[config.mk]
export PLATFORM = sky130hd
export DESIGN_NAME = mixed_width_register_file_unit
export DESIGN_NICKNAME = d
export VERILOG_FILES = /design/src/design/mwrf_pkg.sv /design/src/design/mwrf_byte_bank.sv /design/src/design/mixed_width_register_file_unit.sv
export SDC_FILE = /design/constraint.sdc
export NUM_CORES = 2
export LEC_CHECK = 0
export BUFFER_PORTS_ARGS = -buffer_cell sky130_fd_sc_hd__clkbuf_2
export CORE_MARGIN = 5
export CORE_UTILIZATION = 47
export CTS_CLUSTER_DIAMETER = 80
export DETAILED_ROUTE_END_ITERATION = 8
export SKIP_LAST_GASP = 1
export SYNTH_ARGS = -nofsm -noshare
export SYNTH_HDL_FRONTEND = slang
export SYNTH_SLANG_ARGS = --single-unit
[constraint.sdc]
create_clock -name clk -period 9.8 [get_ports clk]
set_input_delay 0.49 -clock clk [delete_from_list [all_inputs] [get_ports clk]]
set_output_delay 0.49 -clock clk [all_outputs]
set_load 0.02 [all_outputs]
[src/design/mwrf_pkg.sv]
// ----------------------------------------------------------------------------
// mwrf_pkg
// Shared types, constants and opcodes of the mixed-width register file.
// ----------------------------------------------------------------------------
package mwrf_pkg;

  localparam int          REG_COUNT_DEF = 255;
  localparam int          SPECIAL_COUNT = 14;
  localparam logic [15:0] SP_RESET      = 16'hFFFC;

  localparam int BANK_DEPTH = 128;
  localparam int BANK_AW    = $clog2(BANK_DEPTH);

  localparam logic [2:0] OP_RD_BYTE = 3'd0;
  localparam logic [2:0] OP_WR_BYTE = 3'd1;
  localparam logic [2:0] OP_RD_WORD = 3'd2;
  localparam logic [2:0] OP_WR_WORD = 3'd3;
  localparam logic [2:0] OP_COPY    = 3'd4;
  localparam logic [2:0] OP_SWAP    = 3'd5;
  localparam logic [2:0] OP_CMP     = 3'd6;

  typedef struct packed {
    logic               en;
    logic [BANK_AW-1:0] addr;
    logic [7:0]         data;
  } bank_wr_t;

  function automatic logic [15:0] spec_reset_val(input logic [3:0] idx);
    logic [15:0] v;
    v = (idx == 4'd0) ? SP_RESET : 16'h0000;
    return v;
  endfunction

endpackage

[src/design/mwrf_byte_bank.sv]
// ----------------------------------------------------------------------------
// mwrf_byte_bank
// One bank of byte registers: two registered read ports, one write port,
// per-entry valid bits so unwritten entries read as zero after reset.
// ----------------------------------------------------------------------------
module mwrf_byte_bank import mwrf_pkg::*; (
  input  logic               clk,
  input  logic               rst_n,
  input  logic               rd_en,
  input  logic [BANK_AW-1:0] rd_addr_a,
  input  logic [BANK_AW-1:0] rd_addr_b,
  output logic [7:0]         rd_data_a,
  output logic [7:0]         rd_data_b,
  input  bank_wr_t           wr
);

  logic [7:0]            mem [BANK_DEPTH];
  logic [BANK_DEPTH-1:0] vld_r;
  logic [7:0]            rd_a_r;
  logic [7:0]            rd_b_r;

  always_ff @(posedge clk) begin
    if (wr.en) begin
      mem[wr.addr] <= wr.data;
    end
  end

  always_ff @(posedge clk) begin
    if (!rst_n) begin
      vld_r <= '0;
    end else if (wr.en) begin
      vld_r[wr.addr] <= 1'b1;
    end
  end

  always_ff @(posedge clk) begin
    if (rd_en) begin
      rd_a_r <= vld_r[rd_addr_a] ? mem[rd_addr_a] : 8'h00;
      rd_b_r <= vld_r[rd_addr_b] ? mem[rd_addr_b] : 8'h00;
    end
  end

  assign rd_data_a = rd_a_r;
  assign rd_data_b = rd_b_r;

endmodule

[src/design/mixed_width_register_file_unit.sv]
// ----------------------------------------------------------------------------
// mixed_width_register_file_unit
// Register file with fourteen 16-bit special registers and byte registers
// addressable singly or as big-endian word pairs.
// ----------------------------------------------------------------------------
// One beat is taken when the unit is idle; its result is registered and a new
// beat is taken while that result still waits. For reads, copy, compare and
// plain writes the accept edge issues the registered memory reads and EXEC
// modifies and writes back once the result register is free; swap adds SWAPB,
// as each byte bank has one write port and the two words are written in turn.
// Byte registers sit in even and odd banks so a word is one access to each.
// ----------------------------------------------------------------------------
module mixed_width_register_file_unit import mwrf_pkg::*; #(
  parameter int REG_COUNT = REG_COUNT_DEF
) (
  input  logic        clk,
  input  logic        rst_n,
  input  logic        in_valid,
  output logic        in_ready,
  input  logic [2:0]  in_op,
  input  logic [7:0]  in_reg_a,
  input  logic [7:0]  in_reg_b,
  input  logic [15:0] in_data,
  output logic        out_valid,
  input  logic        out_ready,
  output logic [15:0] out_read_data,
  output logic        out_equal,
  output logic        out_error
);

  localparam logic [8:0] RC9    = 9'(REG_COUNT);
  localparam logic [7:0] SPC8   = 8'(SPECIAL_COUNT);

  localparam logic [1:0] ST_IDLE  = 2'd0;
  localparam logic [1:0] ST_EXEC  = 2'd1;
  localparam logic [1:0] ST_SWAPB = 2'd2;

  logic [1:0]  state_r, state_nxt;
  logic [2:0]  op_r;
  logic [7:0]  a_r, b_r;
  logic [15:0] d_r;

  logic        out_valid_r;
  logic [15:0] out_read_data_r;
  logic        out_equal_r;
  logic        out_error_r;

  logic        in_acc;
  logic        out_free;
  logic        finish;

  // read address generation at accept
  logic [7:0]         in_a_inc, in_b_inc;
  logic [BANK_AW-1:0] ev_addr_a, ev_addr_b;

  logic [7:0] ev_a, ev_b, od_a, od_b;

  // special register memory
  logic [15:0]              sp_mem [SPECIAL_COUNT];
  logic [SPECIAL_COUNT-1:0] sp_vld_r;
  logic [15:0]              sp_a_r, sp_b_r;
  logic                     sp_we;
  logic [3:0]               sp_waddr;

  // execute stage
  logic        two_op, err;
  logic        a_spec, b_spec, a_lo_ok, b_lo_ok;
  logic [15:0] word_a, word_b;
  logic [7:0]  byte_a;
  logic [15:0] res_rd;
  logic        res_eq;

  // write-back
  logic        wr_go, wr_byte;
  logic [7:0]  wr_idx, wr_idx_inc;
  logic [15:0] wr_val;
  logic        wr_spec, lo_en;
  bank_wr_t    hi_wr, lo_wr, ev_wr, od_wr;

  assign in_acc   = in_valid && in_ready;
  assign in_ready = (state_r == ST_IDLE);
  assign out_free = !out_valid_r || out_ready;

  always_ff @(posedge clk) begin
    if (in_acc) begin
      op_r <= in_op;
      a_r  <= in_reg_a;
      b_r  <= in_reg_b;
      d_r  <= in_data;
    end
  end

  assign in_a_inc  = in_reg_a + 8'd1;
  assign in_b_inc  = in_reg_b + 8'd1;
  assign ev_addr_a = in_reg_a[0] ? in_a_inc[7:1] : in_reg_a[7:1];
  assign ev_addr_b = in_reg_b[0] ? in_b_inc[7:1] : in_reg_b[7:1];

  mwrf_byte_bank u_even (
    .clk       (clk),
    .rst_n     (rst_n),
    .rd_en     (in_acc),
    .rd_addr_a (ev_addr_a),
    .rd_addr_b (ev_addr_b),
    .rd_data_a (ev_a),
    .rd_data_b (ev_b),
    .wr        (ev_wr)
  );

  mwrf_byte_bank u_odd (
    .clk       (clk),
    .rst_n     (rst_n),
    .rd_en     (in_acc),
    .rd_addr_a (in_reg_a[7:1]),
    .rd_addr_b (in_reg_b[7:1]),
    .rd_data_a (od_a),
    .rd_data_b (od_b),
    .wr        (od_wr)
  );

  // special registers
  always_ff @(posedge clk) begin
    if (sp_we) begin
      sp_mem[sp_waddr] <= wr_val;
    end
  end

  always_ff @(posedge clk) begin
    if (!rst_n) begin
      sp_vld_r <= '0;
    end else if (sp_we) begin
      sp_vld_r[sp_waddr] <= 1'b1;
    end
  end

  always_ff @(posedge clk) begin
    if (in_acc) begin
      if (in_reg_a < SPC8) begin
        sp_a_r <= sp_vld_r[in_reg_a[3:0]] ? sp_mem[in_reg_a[3:0]]
                                          : spec_reset_val(in_reg_a[3:0]);
      end else begin
        sp_a_r <= 16'h0000;
      end
      if (in_reg_b < SPC8) begin
        sp_b_r <= sp_vld_r[in_reg_b[3:0]] ? sp_mem[in_reg_b[3:0]]
                                          : spec_reset_val(in_reg_b[3:0]);
      end else begin
        sp_b_r <= 16'h0000;
      end
    end
  end

  // operand assembly
  always_comb begin
    unique case (op_r) inside
      OP_COPY, OP_SWAP, OP_CMP: two_op = 1'b1;
      default:                  two_op = 1'b0;
    endcase
    err = (op_r <= OP_CMP) &&
          (({1'b0, a_r} >= RC9) || (two_op && ({1'b0, b_r} >= RC9)));

    a_spec  = a_r < SPC8;
    b_spec  = b_r < SPC8;
    a_lo_ok = ({1'b0, a_r} + 9'd1) < RC9;
    b_lo_ok = ({1'b0, b_r} + 9'd1) < RC9;

    byte_a = a_spec ? sp_a_r[7:0] : (a_r[0] ? od_a : ev_a);
    word_a = a_spec ? sp_a_r
                    : {(a_r[0] ? od_a : ev_a),
                       (a_lo_ok ? (a_r[0] ? ev_a : od_a) : 8'h00)};
    word_b = b_spec ? sp_b_r
                    : {(b_r[0] ? od_b : ev_b),
                       (b_lo_ok ? (b_r[0] ? ev_b : od_b) : 8'h00)};

    res_rd = 16'h0000;
    res_eq = 1'b0;
    if (!err) begin
      case (op_r)
        OP_RD_BYTE: res_rd = {8'h00, byte_a};
        OP_RD_WORD: res_rd = word_a;
        OP_CMP:     res_eq = (word_a == word_b);
        default:    res_rd = 16'h0000;
      endcase
    end
  end

  // sequencer
  always_comb begin
    state_nxt = state_r;
    finish    = 1'b0;
    wr_go     = 1'b0;
    wr_byte   = 1'b0;
    wr_idx    = a_r;
    wr_val    = d_r;
    unique case (state_r)
      ST_IDLE: begin
        if (in_acc) begin
          state_nxt = ST_EXEC;
        end
      end
      ST_EXEC: begin
        if (!err && op_r == OP_SWAP) begin
          wr_go     = 1'b1;
          wr_val    = word_b;
          state_nxt = ST_SWAPB;
        end else if (out_free) begin
          finish    = 1'b1;
          state_nxt = ST_IDLE;
          if (!err) begin
            unique case (op_r)
              OP_WR_BYTE: begin
                wr_go   = 1'b1;
                wr_byte = 1'b1;
                wr_val  = a_spec ? {word_a[15:8], d_r[7:0]} : {d_r[7:0], 8'h00};
              end
              OP_WR_WORD: begin
                wr_go  = 1'b1;
                wr_val = d_r;
              end
              OP_COPY: begin
                wr_go  = 1'b1;
                wr_val = word_b;
              end
              default: wr_go = 1'b0;
            endcase
          end
        end
      end
      ST_SWAPB: begin
        wr_idx = b_r;
        wr_val = word_a;
        if (out_free) begin
          wr_go     = 1'b1;
          finish    = 1'b1;
          state_nxt = ST_IDLE;
        end
      end
      default: state_nxt = ST_IDLE;
    endcase
  end

  always_ff @(posedge clk) begin
    if (!rst_n) begin
      state_r <= ST_IDLE;
    end else begin
      state_r <= state_nxt;
    end
  end

  // write decode: high byte at idx, low byte at idx+1 in the other bank
  always_comb begin
    wr_idx_inc = wr_idx + 8'd1;
    wr_spec    = wr_idx < SPC8;
    sp_we      = wr_go && wr_spec;
    sp_waddr   = wr_idx[3:0];
    lo_en      = wr_go && !wr_spec && !wr_byte && (({1'b0, wr_idx} + 9'd1) < RC9);

    hi_wr.en   = wr_go && !wr_spec;
    hi_wr.addr = wr_idx[7:1];
    hi_wr.data = wr_val[15:8];
    lo_wr.en   = lo_en;
    lo_wr.addr = wr_idx_inc[7:1];
    lo_wr.data = wr_val[7:0];

    ev_wr = wr_idx[0] ? lo_wr : hi_wr;
    od_wr = wr_idx[0] ? hi_wr : lo_wr;
  end

  // result register
  always_ff @(posedge clk) begin
    if (!rst_n) begin
      out_valid_r <= 1'b0;
    end else if (finish) begin
      out_valid_r <= 1'b1;
    end else if (out_ready) begin
      out_valid_r <= 1'b0;
    end
  end

  always_ff @(posedge clk) begin
    if (finish) begin
      out_read_data_r <= res_rd;
      out_equal_r     <= res_eq;
      out_error_r     <= err;
    end
  end

  assign out_valid     = out_valid_r;
  assign out_read_data = out_read_data_r;
  assign out_equal     = out_equal_r;
  assign out_error     = out_error_r;

  // checks
  a_no_overwrite: assert property (@(posedge clk) disable iff (!rst_n)
    finish && out_valid_r |-> out_ready)
    else $error("result overwritten while pending");

  a_err_clean: assert property (@(posedge clk) disable iff (!rst_n)
    out_valid_r && out_error_r |-> (out_read_data_r == 16'h0000) && !out_equal_r)
    else $error("error beat carries data");

  a_swapb_entry: assert property (@(posedge clk) disable iff (!rst_n)
    $rose(state_r == ST_SWAPB) |-> $past(state_r) == ST_EXEC && $past(op_r) == OP_SWAP)
    else $error("second swap write without swap");

  a_no_write_on_err: assert property (@(posedge clk) disable iff (!rst_n)
    (state_r == ST_EXEC) && err |-> !wr_go)
    else $error("write on invalid index");

endmodule
== After elaboration in Yosys (flattened, before gate mapping) ==
Memory sizes are Yosys's and may differ from the RTL's. A register that Yosys moved wholly into a read port is not among the register bits.
Cells that the tools add are included.

* Add/sub/neg operators: 6
* $lt $le $gt $ge: 23
* Equal/unequal tests: 10
* Muxes and demuxes: 69
* Bitwise logic cells: 4
* Reduce and logical (&&, ||, !) cells: 29

{| class="wikitable"
|+ Operators with widths
! operator !! number
|-
| $or A128 B128 Y128 || 2
|-
| $mux W16 || 12
|-
| $pmux W16 S2 || 3
|-
| $mux W8 || 8
|-
| $lt A7 B8 Y1 const B || 6
|-
| $lt A8 B4 Y1 const B || 5
|-
| $mux W1 || 29
|-
| $bmux W1 S7 || 4
|-
| $add A8 B1 Y9 const B || 3
|-
| $lt A9 B8 Y1 const B || 3
|-
| $add A8 B1 Y8 const B || 3
|-
| $eq A16 B16 Y1 || 1
|-
| $ge A8 B8 Y1 const B || 2
|-
| $lt A4 B5 Y1 const B || 3
|-
| $demux W1 S7 || 2
|-
| $ge A7 B1 Y1 const B || 2
|-
| $mux W7 || 2
|-
| $or A14 B14 Y14 || 1
|-
| $logic_and A1 B1 Y1 || 11
|-
| $eq A3 B3 Y1 const B || 3
|-
| $bmux W1 S4 || 2
|-
| $logic_not A1 Y1 || 8
|-
| $logic_not A4 Y1 || 2
|-
| $eq A3 B2 Y1 const B || 2
|-
| other kinds (17) || 22
|}

* Register bits after elaboration: 358
* RAM bits: 2272
* Output and inout port bits: 20
* Memories kept: 3

{| class="wikitable"
|+ Memories
! memory !! words !! bits a word !! rd ports !! clocked after memory_dff !! wr ports !! line !! RTL
|-
| u_even.mem || 128 || 8 || 2 || 2 || 1 || mwrf_byte_bank.sv:17 || <nowiki>logic [7:0] mem [BANK_DEPTH];</nowiki>
|-
| u_odd.mem || 128 || 8 || 2 || 2 || 1 || mwrf_byte_bank.sv:17 ||
|-
| sp_mem || 14 || 16 || 2 || 0 || 1 || mixed_width_register_file_unit.sv:59 || <nowiki>logic [15:0] sp_mem [SPECIAL_COUNT];</nowiki>
|}

== Longest topological paths before layout ==
* Depth after elaboration: 19
* Mapped depth: 17
* Gate-level depth less buffers: 12

== Hierarchy ==
Synthesis repeated with hierarchy kept, for this count alone.

* Cells, all modules: 6637
* Area, all modules: 125173.8 sq um

{| class="wikitable"
|+ Modules (own cells, without submodules)
! module !! times used !! cells an instance !! area each (sq um) !! seq. area each (sq um)
|-
| mwrf_byte_bank at u_even || 1 || 2712 || 54133.2 || 33792.4
|-
| mwrf_byte_bank at u_odd || 1 || 2707 || 54101.9 || 33792.4
|-
| mixed_width_register_file_unit || 1 || 1218 || 16938.7 || 9619.2
|}

== Worst setup path before layout ==
OpenSTA, ideal clock, no wires.

* Kind: reg2reg
* Start point: register b_r[7]
* End point: memory u_even.mem[0][0], data pin
* Library setup time: 0.918 ns
* Arrival: 5.816 ns
* Required time: 8.882 ns
* Path slack: 3.066 ns
* Stages on the path, launching flop included: 9
* Path buffers: 1
* Clock period less this slack: 6.734 ns
* Cells stage by stage: edfxtp_1 -> or4_1 -> a31oi_1 -> clkbuf_1 -> a22oi_1 -> nor2b_1 -> o21ai_0 -> a22oi_1 -> mux2i_1

{| class="wikitable"
|+ RTL lines
! element !! line !! RTL
|-
| start: declaration || mixed_width_register_file_unit.sv:40 || <nowiki>logic [7:0] a_r, b_r;</nowiki>
|-
| start signal: assignment || mixed_width_register_file_unit.sv:88 || <nowiki>b_r <= in_reg_b;</nowiki>
|-
| end: declaration || mwrf_byte_bank.sv:17 ||
|}

== Final worst setup path ==
* Start point: register state_r[0]
* End point: memory u_even.mem[60][2] (enable)

* Cells in the longest elaborated chain, start to end: 10
* Elaborated cells between the ends (all ways): 17
* Those cells by class: add/sub: 2; order compare: 2; eq/ne: 2; mux: 6; reduce/logical: 5

{| class="wikitable"
|+ Ends and longest elaborated chain
! element !! line !! RTL
|-
| start: declaration || mixed_width_register_file_unit.sv:38 || <nowiki>logic [1:0] state_r, state_nxt;</nowiki>
|-
| start signal: assignment || mixed_width_register_file_unit.sv:245 || <nowiki>state_r <= state_nxt;</nowiki>
|-
| parallel branches: the longest is 7 deep, another holds $add A8 B1 Y9 || -- ||
|-
| $mux W16 (*) || mixed_width_register_file_unit.sv:264 || <nowiki>ev_wr = wr_idx[0] ? lo_wr : hi_wr;</nowiki>
|-
| $mux W1 || mwrf_byte_bank.sv:23 || <nowiki>if (wr.en) begin</nowiki>
|-
| $mux W1 (not written as such) || mwrf_byte_bank.sv:24 || <nowiki>mem[wr.addr] <= wr.data;</nowiki>
|}

Every way passes the cells marked *.

==> results.md <==
* H-Tree Depth at 5
* Row count at roughly 190
* Top-area cell type share of the netlist area at between 50 and 60%
* Final net count at around 7400
* Sequential share of power at around 48%
* HPWL Detailed at between 200 and 300 mm
* Initial Utilization at between 40 and 50%
* Final instance area at 141000 sq um
* Distinct cell type count after synthesis at about 90
* Crit start category: register
* Cell repeated most along the worst path: nor3_1
* Drt total wl at 436 mm
* Synthesized area at about 130000 sq um
* Placed cells at about 11000
* Routed Antenna Nets at 0
* Area grow syn2layout at 11.9%
* Fin crit share at between 60% and 70%
* Switching power at ~6.8 mW
* Unrepaired setup endpoints after global routing: false
* TritonRoute pass-1 iters at 8
* CTS buffer count at 293
* Synth top area cells: edfxtp_1 57%, mux4_2 23%, dfxtp_1 4.4%
* Crit path kind: register to register
* Fin util at a little over half
* HP Class: input port to register
* Share of cells above drive strength 1 at 28.9%
* Fin crit period at 6.44 ns
* Post-cts resize count at 0
* Failing checks: max-capacitance violations
* Max-slew violations at 0
* Num Clock Sinks at 2662
* TritonCTS clock tree: yes
* WP data required at just over 10 ns
* Largest net degree at the start of global routing at 179
* Vias per cell at between 7 and 8
* Peak supply drop at ~0.00014 V
* Fin Hold WS at a little over 0.09 ns
* Clk slew on worst S/H paths at approximately 0.06 ns
* Post-synth EDFFs at between 2000 and 2500
* Die height at roughly 530 um
* # setup viols final at 0
* Max-cap viol count at 2
* Max-slew headroom at 0.995%
* Fin. Hold Viols at 0
* Top Family by Delay on Critical Path: simple AND/OR/NAND/NOR gates
* Setup TNS at 0 ns
* Commonest register cell after synthesis: edfxtp_1
* Root Driver: clkbuf_16
* Total core area at roughly 270000 sq um
* Avg Inst Size Synth at approximately 18 sq um
* Highest metal used: met5
* WL/cell at 39.2 um
* Slowest stage delay, CP at 1.16 ns
* Met2 WL post-DR at about 200 mm
* Pwr/cell area at about 190 nW/um^2
* CP Data Arrival Time at ~6.9 ns
* Post-synth top area cell: edfxtp_1
* Outcome: complete, but fails checks
* Top-count cell post-synth: edfxtp_1
* Gate power share at a little under an eighth
* Fmax at 0.155 GHz
* DR vias at around 78000
* Crit. End Element: register
* Worst-margin pin slew at between 1 and 1.5 ns
* Worst-path cell chain: inv_1 -> ha_1 -> mux2_2 -> clkinv_1 -> nor3_1 -> xnor2_1 -> nor3_1 -> nand2_1 -> nor2_1
* Synth warnings at 0
* First-pass GRT wire length at a little over 600 mm
* Initial DRC count at 11700
* Register area share after synthesis at between 60 and 70%
* Critical Path Slowest Stage Cell: nor3_1
* # DRC at 0
* Skew final at ~0.072 ns
* Fin cells at 11100
* GR Overflow Total at 0
* Vias in the first global route at 76200
* Placement Cell Area at 131000 sq um
* Post-Syn Instances at between 7000 and 8000
* Post-synthesis async set-or-reset flop share at 0%
* Clk_lat worst skew at 0.92 ns
* Most instantiated cells after synthesis: 2389 x edfxtp_1, 1256 x mux4_2, 376 x nor2_1
* GP Congestion at approximately 0.96
* Initial antenna violation count at 17
* Die width at 527 um
* Worst path bufs/invs at 2
* Die area at 278000 sq um
* Clk buf depth at 4
* Power share of the clock group at about 41%
* IO buf count at 58
* #FFs+latches synth at 2662
* DRT met1 WL at about 160 mm
* P_int at approximately 20 mW
* Switching part of the total at between 20 and 30%
* Leakage power at roughly 45 nW
* WL met3 at between 50 and 60 mm
* Overall Global Routing Usage at 30.8%
* CP max FO at 26
* Top-Level Pins at ~60
-- layout make-up --
type	count	area, sq um
fillers	21000	125000
flip-flops and latches	2662	77200
multi-input cells	3960	46400
clock buffers	405	8130
well taps	3533	4420
repair buffers	359	2840
clock inverters	134	1360
inverters	40	150
diodes	6	15.0
-- metal layers --
metal / global-route usage, % / up-vias
met5: 0 / -
met4: 14.8 / 6
met3: 8.38 / 1059
met2: 46.3 / 5141
met1: 42.0 / 41200
li1: - / 30300
-- worst register-to-register path, delay by kind of cell (launching register included) --
kind                     cells  cell delay, ns
buffers and inverters        2            0.30
XOR/XNOR                     1            0.24
adder cells (fa/ha/maj)      1            0.97
AND/OR/NAND/NOR              4            3.44
multiplexers                 1            0.74
flip-flops                   1            0.34
-- state kept, by name, summed over array words and instances, names as in the netlist, 2 cells and up --
signal / flops
u_even.vld_r: 128
u_odd.mem: 1024
u_odd.rd_data_a: 8
sp_a_r: 16
op_r: 3
u_even.mem: 1024
sp_mem: 224
u_even.rd_data_a: 8
u_even.rd_data_b: 8
out_read_data: 16
b_r: 8
u_odd.vld_r: 128
sp_vld_r: 14
a_r: 8
d_r: 16
sp_b_r: 16
u_odd.rd_data_b: 8
state_r: 2
-- worst paths after layout --
check | cells after the start | slack (ns) | endpoint | from
max | 9 | 3.36 | u_even.mem[60][2]$_DFFE_PP_ | state_r[0]$_SDFFE_PN0P_
min | 2 | 0.09 | u_odd.vld_r[83]$_SDFFE_PN0N_ | rst_n
max reg2reg | 9 | 3.36 | u_even.mem[60][2]$_DFFE_PP_ | state_r[0]$_SDFFE_PN0P_
min reg2reg | 1 | 0.48 | u_odd.vld_r[82]$_SDFFE_PN0N_ | u_odd.vld_r[82]$_SDFFE_PN0N_
-- per-stage QoR --
stage / worst slack (ns) / total power, mW
after global routing: 3.36 / 27.5
after CTS: 3.78 / 26.9
final: 3.36 / 26.9
after floorplan: 3.07 / 14.8
after global placement: 3.53 / 16.0
after detailed placement: 3.78 / 16.0
-- power groups by stage --
stage	Clock [mW]	Combinational, mW	Sequential [mW]
final	11.0	3.07	12.7
after global routing	11.7	3.14	12.7
after CTS	11.1	3.01	12.7
after detailed placement	0	2.99	13.0
after global placement	0	2.97	13.0
after floorplan	0	1.77	13.0
-- cells in the final DEF, fill, tap and decap left out, types with 16 or more instances in the layout --
cell / instances
a211oi_1: 26
a21o_1: 17
a21oi_1: 152
a221oi_1: 26
a22oi_1: 118
a31oi_1: 25
a32oi_1: 20
and2_1: 16
buf_4: 269
bufinv_16: 19
clkbuf_1: 82
clkbuf_16: 300
clkbuf_2: 48
clkbuf_8: 24
clkinv_1: 43
clkinv_2: 43
conb_1: 64
dfxtp_1: 273
dlygate4sd3_1: 20
edfxtp_1: 2389
inv_1: 33
mux2_2: 43
mux2i_1: 343
mux4_2: 1256
nand2_1: 346
nand3_1: 81
nand4_1: 27
nor2_1: 354
nor2_4: 20
nor2b_1: 24
nor3_1: 97
nor3_2: 20
nor4_1: 18
o211ai_1: 37
o21a_1: 274
o21ai_0: 96
o221ai_1: 57
o22ai_1: 91
-- logic make-up after synthesis --
| group | synth area share [%] |
|---|---|
| other | 0.00299 |
| adder cells (fa/ha/maj) | 0.147 |
| XOR/XNOR | 0.320 |
| multiplexers | 25.8 |
| flip-flops | 61.5 |
| AO/OA/AOI/OAI | 5.92 |
| buffers and inverters | 2.27 |
| AND/OR/NAND/NOR | 4.09 |
-- timing repair --
action	in CTS	in global routing
buffers inserted	0	0
hold endpoints to repair	20	0
endpoints found under the setup margin	0	0
hold buffers	20	0
Power figures use the tool's default switching activity.
